File: src/sv/hqd_pkg.sv
`timescale 1ns / 1ps
`default_nettype none

package hqd_pkg;

  localparam int unsigned SampleW = 12;
  localparam int unsigned CountW  = 32;
  localparam int unsigned CfgIdxW = 8;

  localparam logic [SampleW-1:0] SampleMask = 12'hfff;
  localparam logic [1:0] LevelA = 2'h1;
  localparam logic [1:0] LevelB = 2'h2;

  localparam logic [SampleW-1:0] HighThrReset = 12'd2048;
  localparam logic [SampleW-1:0] LowThrReset  = 12'd1024;

  typedef enum logic [CfgIdxW-1:0] {
    CFG_HIGH_THR_A = 8'd0,
    CFG_LOW_THR_A  = 8'd1,
    CFG_HIGH_THR_B = 8'd2,
    CFG_LOW_THR_B  = 8'd3
  } cfg_idx_t;

  typedef enum logic [1:0] {
    STEP_NONE = 2'd0,
    STEP_UP   = 2'd1,
    STEP_DOWN = 2'd2
  } step_t;

  // x4 quadrature step, indexed by {old phase, new phase}.
  localparam step_t QuadStep [16] = '{
    STEP_NONE, STEP_UP,   STEP_DOWN, STEP_NONE,
    STEP_DOWN, STEP_NONE, STEP_NONE, STEP_UP,
    STEP_UP,   STEP_NONE, STEP_NONE, STEP_DOWN,
    STEP_NONE, STEP_DOWN, STEP_UP,   STEP_NONE
  };

  typedef struct packed {
    logic [SampleW-1:0] high_a;
    logic [SampleW-1:0] low_a;
    logic [SampleW-1:0] high_b;
    logic [SampleW-1:0] low_b;
  } thr_t;

  typedef struct packed {
    logic [1:0]        phase;
    logic [CountW-1:0] pos_count;
    logic [CountW-1:0] edges_a;
    logic [CountW-1:0] edges_b;
    logic [CountW-1:0] bad_count;
    logic [CountW-1:0] edge_time;
  } dec_state_t;

endpackage

`default_nettype wire

File: src/sv/hqd_step.sv
`timescale 1ns / 1ps
`default_nettype none

module hqd_step
  import hqd_pkg::*;
(
  input  wire logic               channel,
  input  wire logic [SampleW-1:0] sample,
  input  wire logic [CountW-1:0]  time_now,
  input  wire thr_t               thr,
  input  wire dec_state_t         cur,
  output dec_state_t              nxt,
  output logic                    edge_seen
);

  logic [1:0]         bit_sel;
  logic [SampleW-1:0] hi;
  logic [SampleW-1:0] lo;
  logic [1:0]         new_phase;
  step_t              step;

  always_comb begin
    bit_sel   = channel ? LevelB : LevelA;
    hi        = channel ? thr.high_b : thr.high_a;
    lo        = channel ? thr.low_b : thr.low_a;
    new_phase = cur.phase;
    edge_seen = 1'b0;
    // Schmitt trigger: each level only looks at the threshold for its state.
    if ((cur.phase & bit_sel) != 2'b00) begin
      if (sample < lo) begin
        new_phase = cur.phase & ~bit_sel;
        edge_seen = 1'b1;
      end
    end else begin
      if (sample > hi) begin
        new_phase = cur.phase | bit_sel;
        edge_seen = 1'b1;
      end
    end

    step = QuadStep[{cur.phase, new_phase}];
    nxt  = cur;
    if (edge_seen) begin
      nxt.phase     = new_phase;
      nxt.edge_time = time_now;
      if (channel) begin
        nxt.edges_b = cur.edges_b + 1'b1;
      end else begin
        nxt.edges_a = cur.edges_a + 1'b1;
      end
      case (step)
        STEP_UP:   nxt.pos_count = cur.pos_count + 1'b1;
        STEP_DOWN: nxt.pos_count = cur.pos_count - 1'b1;
        default:   nxt.bad_count = cur.bad_count + 1'b1;
      endcase
    end
  end

endmodule

`default_nettype wire

File: src/sv/hysteresis_quadrature_decoder_core.sv
`timescale 1ns / 1ps
`default_nettype none

// Channel  Direction  Handshake       Payload
// in_      input      valid / stall   channel, sample, time_now
// out_     output     valid / stall   position, phase_bits, edge_seen, edges_a,
//                                     edges_b, illegal_count, last_edge_time
// cfg_     input      valid / ready   index, data (threshold registers 0..3)
//
// One request per cycle sustained while the result is not stalled.
// The hysteresis compare, table lookup and counter update sit between the input
// register and the result register, and the decoder state advances as a request
// moves into the result register.
// A stalled result holds; one more request is taken into the input register.
// Synchronous reset restores thresholds to 2048/1024 and clears all counters.

module hysteresis_quadrature_decoder_core
  import hqd_pkg::*;
(
  input  wire logic                clk,
  input  wire logic                rst_n,

  input  wire logic                in_valid,
  output logic                     in_stall,
  input  wire logic                in_channel,
  input  wire logic [SampleW-1:0]  in_sample,
  input  wire logic [CountW-1:0]   in_time_now,

  output logic                     out_valid,
  input  wire logic                out_stall,
  output logic signed [CountW-1:0] out_position,
  output logic [1:0]               out_phase_bits,
  output logic                     out_edge_seen,
  output logic [CountW-1:0]        out_edges_a,
  output logic [CountW-1:0]        out_edges_b,
  output logic [CountW-1:0]        out_illegal_count,
  output logic [CountW-1:0]        out_last_edge_time,

  input  wire logic                cfg_valid,
  output logic                     cfg_ready,
  input  wire logic [CfgIdxW-1:0]  cfg_index,
  input  wire logic [SampleW-1:0]  cfg_data
);

  thr_t               thr_r;
  dec_state_t         state_r;
  dec_state_t         state_nxt;
  logic               edge_nxt;

  logic               s1_valid_r;
  logic               s1_channel_r;
  logic [SampleW-1:0] s1_sample_r;
  logic [CountW-1:0]  s1_time_r;

  logic               out_valid_r;
  dec_state_t         out_r;
  logic               out_edge_r;

  logic               advance;
  logic               in_take;
  logic               update;

  assign advance   = !out_valid_r || !out_stall;
  assign in_stall  = s1_valid_r && !advance;
  assign in_take   = in_valid && !in_stall;
  assign update    = s1_valid_r && advance;
  assign cfg_ready = 1'b1;

  hqd_step u_step (
    .channel   (s1_channel_r),
    .sample    (s1_sample_r & SampleMask),
    .time_now  (s1_time_r),
    .thr       (thr_r),
    .cur       (state_r),
    .nxt       (state_nxt),
    .edge_seen (edge_nxt)
  );

  always_ff @(posedge clk) begin
    if (!rst_n) begin
      thr_r.high_a <= HighThrReset;
      thr_r.low_a  <= LowThrReset;
      thr_r.high_b <= HighThrReset;
      thr_r.low_b  <= LowThrReset;
    end else if (cfg_valid && cfg_ready) begin
      case (cfg_index)
        CFG_HIGH_THR_A: thr_r.high_a <= cfg_data;
        CFG_LOW_THR_A:  thr_r.low_a  <= cfg_data;
        CFG_HIGH_THR_B: thr_r.high_b <= cfg_data;
        CFG_LOW_THR_B:  thr_r.low_b  <= cfg_data;
        default: ;
      endcase
    end
  end

  always_ff @(posedge clk) begin
    if (!rst_n) begin
      state_r     <= '0;
      s1_valid_r  <= 1'b0;
      out_valid_r <= 1'b0;
    end else begin
      if (update) begin
        state_r <= state_nxt;
      end
      if (!in_stall) begin
        s1_valid_r <= in_valid;
      end
      if (advance) begin
        out_valid_r <= s1_valid_r;
      end
    end
  end

  always_ff @(posedge clk) begin
    if (in_take) begin
      s1_channel_r <= in_channel;
      s1_sample_r  <= in_sample;
      s1_time_r    <= in_time_now;
    end
    if (update) begin
      out_r      <= state_nxt;
      out_edge_r <= edge_nxt;
    end
  end

  assign out_valid          = out_valid_r;
  assign out_position       = signed'(out_r.pos_count);
  assign out_phase_bits     = out_r.phase;
  assign out_edge_seen      = out_edge_r;
  assign out_edges_a        = out_r.edges_a;
  assign out_edges_b        = out_r.edges_b;
  assign out_illegal_count  = out_r.bad_count;
  assign out_last_edge_time = out_r.edge_time;

  // A request that crosses no threshold leaves the decoder state alone.
  assert property (@(posedge clk) disable iff (!rst_n)
    (update && !edge_nxt) |=> $stable(state_r))
    else $error("state changed on a request without a level change");

  // Each level change bumps exactly one edge counter.
  assert property (@(posedge clk) disable iff (!rst_n)
    (update && edge_nxt) |=>
      (CountW'(state_r.edges_a + state_r.edges_b) ==
       CountW'($past(state_r.edges_a) + $past(state_r.edges_b) + 1'b1)))
    else $error("edge counters out of step with level change");

  // Only one level can move per sample, so no illegal step is ever counted.
  assert property (@(posedge clk) disable iff (!rst_n)
    state_r.bad_count == '0)
    else $error("illegal transition counted");

  // The input side only stalls when both stages hold a request.
  assert property (@(posedge clk) disable iff (!rst_n)
    in_stall |-> (s1_valid_r && out_valid_r && out_stall))
    else $error("input stalled with room in the pipeline");

endmodule

`default_nettype wire

File: config.mk
export PLATFORM = sky130hd
export DESIGN_NAME = hysteresis_quadrature_decoder_core
export DESIGN_NICKNAME = d
export VERILOG_FILES = /design/src/sv/hqd_pkg.sv /design/src/sv/hqd_step.sv /design/src/sv/hysteresis_quadrature_decoder_core.sv
export SDC_FILE = /design/constraint.sdc
export NUM_CORES = 1
export LEC_CHECK = 0
export ABC_AREA = 1
export ABC_CLOCK_PERIOD_IN_PS = 10300
export BUFFER_PORTS_ARGS = -buffer_cell sky130_fd_sc_hd__clkbuf_2
export CAP_MARGIN = 20
export CELL_PAD_IN_SITES_DETAIL_PLACEMENT = 1
export CELL_PAD_IN_SITES_GLOBAL_PLACEMENT = 1
export CORE_ASPECT_RATIO = 1.75
export CORE_MARGIN = 4
export CORE_UTILIZATION = 43
export CTS_CLUSTER_SIZE = 12
export DETAILED_ROUTE_END_ITERATION = 8
export MAX_ROUTING_LAYER = met4
export PLACE_DENSITY = 0.81
export SLEW_MARGIN = 10
export SYNTH_ARGS = -nofsm -noshare
export SYNTH_HDL_FRONTEND = slang
export SYNTH_SLANG_ARGS = --single-unit
export TNS_END_PERCENT = 50
File: constraint.sdc
create_clock -name clk -period 10.3 [get_ports clk]
set_clock_uncertainty 0.2 [all_clocks]
set_input_delay 3.09 -clock clk [delete_from_list [all_inputs] [get_ports clk]]
set_output_delay 3.09 -clock clk [all_outputs]
set_load 0.1 [all_outputs]
==> flow_metrics.env <==
export IMPL_hold_class="reg -> reg"
export IMPL_setup_slack_ps=3140
export IMPL_gp_congestion=0.930
export IMPL_outcome="complete, but fails checks"
export IMPL_ys_warn_count=0
export IMPL_grt_util_met3_pct=2.89
export IMPL_finalSetupViolations=0
export IMPL_overflow=0
export IMPL_start_util_pct=43.5
export IMPL_totalWireLength_mm=77.7
export IMPL_grt_pass1_vias=23600
export IMPL_grt_pass1_wl_mm=122
export IMPL_p_leak_uw=0.0129
export IMPL_clk_latency_ps=600
export IMPL_syn_to_final_growth_pct=13.0
export IMPL_asyncSetResetFlopFracSynth_pct=0
export IMPL_drtPass1Iterations=7
export IMPL_cp_startpoint="out_stall"
export IMPL_die_area_um2=57900
export IMPL_violations="design-rule violations"
export IMPL_end_kind="output port"
export IMPL_slew_viol_final=0
export IMPL_start_kind="input port"
export IMPL_ys_top_cells_by_count="1140 x nand2_1, 436 x inv_1, 381 x nor2_1"
export IMPL_grt_start_max_net_pins=90
export IMPL_core_um2=53400
export IMPL_fin_tns_setup_ps=0
export IMPL_critPathMaxStageDelay_ps=480
export IMPL_antenna_cells=0
export IMPL_postCtsSetupRepairBufs=0
export IMPL_pre_cts_slack_ps=3140
export IMPL_path_buf_inv=2
export IMPL_use_met2_pct=51.2
export IMPL_postSynthCellCount=3274
export IMPL_grt_usage_pct=27.1
export IMPL_synth_edff_count=208
export IMPL_synth_most_common_cell="nand2_1"
export IMPL_fin_nets=3575
export IMPL_crit_type="in -> out"
export IMPL_num_vias=21900
export IMPL_syn_avg_cell_area_um2=7.09
export IMPL_io_pins=236
export IMPL_crit_chain="clkbuf_2 -> nand2_1 -> nor2_1 -> clkbuf_2"
export IMPL_die_w_um=184
export IMPL_die_h_um=315
export IMPL_postCtsHoldBufs=0
export IMPL_drtIter0Drc=1085
export IMPL_viasPerCell=5.27
export IMPL_h_tree_depth=2
export IMPL_hpwl_mm=56.4
export IMPL_netlist_cell_type_count=35
export IMPL_max_freq_mhz=140
export IMPL_synth_top_area_cell="edfxtp_1"
export IMPL_cts_resized=0
export IMPL_cts_buffer_depth=3
export IMPL_critical_path_required_ps=7010
export IMPL_fin_crit_sh_pct=69.5
export IMPL_drive_above_1_share_pct=9.19
export IMPL_r2r_end="out_position[29]"
export IMPL_holdPathStages=2
export IMPL_max_cap_violations=0
export IMPL_hold_viol=0
export IMPL_min_delay_start="thr_r[11]"
export IMPL_cp_slowest_cell="clkbuf_2"
export IMPL_critPathMaxFanout=3
export IMPL_instances_no_fill=4165
export IMPL_wl_per_cell_um=18.6
export IMPL_r2r_start="s1_channel_r"
export IMPL_rsz0062_at_grt="false"
export IMPL_ys_ff_latch=420
export IMPL_ant_nets=0
export IMPL_yosys_area_top_type_share_pct=26.9
export IMPL_hold_path_endpoint="thr_r[11]"
export IMPL_antenna_found_initial=0
export IMPL_busiest_layer="met2"
export IMPL_synthesis_area_um2=23200
export IMPL_cts_tree="yes"
export IMPL_reg2reg_depth=33
export IMPL_finish_instance_area_um2=26200
export IMPL_synth_seq_area_share_pct=45.2
export IMPL_yosys_top_cells_area="edfxtp_1 27%, nand2_1 18%, dfxtp_1 18%"
export IMPL_p_per_area_nw_per_um2=180
export IMPL_synth_nets=3402
export IMPL_timing_slew_headroom_pct=28.8
export IMPL_cpMostUsedCell="clkbuf_2"
export IMPL_max_slew_worst_pin_slew_ps=1070
export IMPL_root_buffer="clkbuf_16"
export IMPL_global_route_usage_met1_pct=27.2
export IMPL_ir_drop_mv=0.174
export IMPL_critical_path_top_delay_family="buffers and inverters"
export IMPL_row_count=112
export IMPL_r2r_slack_ps=4540
export IMPL_cp_arrival_ps=3870
export IMPL_clkSlewWorstSetupHoldPaths_ps=60
export IMPL_port_buffers=234
export IMPL_timing_final_crit_period_ps=7160
export IMPL_cts_made_buffers=43
export IMPL_synth_flop_cell="dfxtp_1"
export IMPL_placed_area_um2=24800
export IMPL_clkSinkCount=420
export IMPL_route_detailed_drc=1
export IMPL_placed_cells=4084
==> routing by layer <==
layer | vias to the layer above | wire, um
met2 | 482 | 42000
li1 | 10700 | -
met1 | 10600 | 28500
met3 | 208 | 2760
met5 | - | 0
met4 | 0 | 4430
==> sequential cells by signal, summed over array words and instances (netlist names) <==
name	count
out_phase_bits	2
out_edges_b	32
out_illegal_count	32
out_edge_seen	1
thr_r	48
out_edges_a	32
s1_time_r	32
state_r	162
out_valid	1
s1_valid_r	1
s1_sample_r	12
out_position	32
out_last_edge_time	32
s1_channel_r	1
==> cell families after synthesis <==
logic type	count (synthesis)	synth area share [%]
and+or+nand+nor	1724	29.3
buffers and inverters	566	9.50
DFF	420	45.2
AOI/OAI and AO/OA	405	8.95
xor gates and xnor gates	79	2.98
adders and majority gates	58	3.16
muxes	21	0.906
other	1	0.0162
==> power breakdown <==
| group | switching, uW | leakage, uW | internal [uW] |
|---|---|---|---|
| Clock | 690 | 0.000639 | 835 |
| Combinational | 946 | 0.00849 | 253 |
| Sequential | 87.0 | 0.00374 | 1890 |
| Total | 1720 | 0.0129 | 2980 |
==> through the flow <==
stage                     power, uW  util (%)  hold WS (ps)
after floorplan                2900         -           229
after global placement         3160      46.5           240
after detailed placement       3220      46.5           258
after CTS                      4750      49.0           270
after global routing           4920      49.1           289
final                          4700      49.1           270
==> tightest hold or removal path, cell delays in order (launching register included) <==
cell and delay (ps):
dfxtp_1 300, inv_1 60, a21oi_1 60
==> placed cells by master, fill, tap and decap left out, types with 56 or more instances in the layout <==
master    netlist  layout
nand3_1       117     117
edfxtp_1      208     208
o21ai_0       255     255
a21oi_1       131     131
xor2_1         75      75
clkbuf_2        0     234
nand2_1      1140    1140
nor2_1        381     380
dfxtp_1       212     212
ha_1           57      56
inv_1         436     434
==> worst max-delay path by stage <==
stage | endpoint | slack [ps] | cells after the start
finish | in_stall | 3140 | 4
global route | in_stall | 3080 | 4
CTS | in_stall | 3140 | 4
detailed placement | in_stall | 3140 | 4
global placement | in_stall | 3120 | 4
floorplan | state_r[153] | 1170 | 6
==> layout make-up <==
cell class	count	area, um2
inverter	440	1660
clock buffer	72	1260
sequential	420	10500
clock inverter	7	72.6
multi-input combinational	2288	10500
timing repair buffer	254	1350
fill	6929	27200
tap	684	856
No activity file was read; power rests on OpenSTA's default activity.
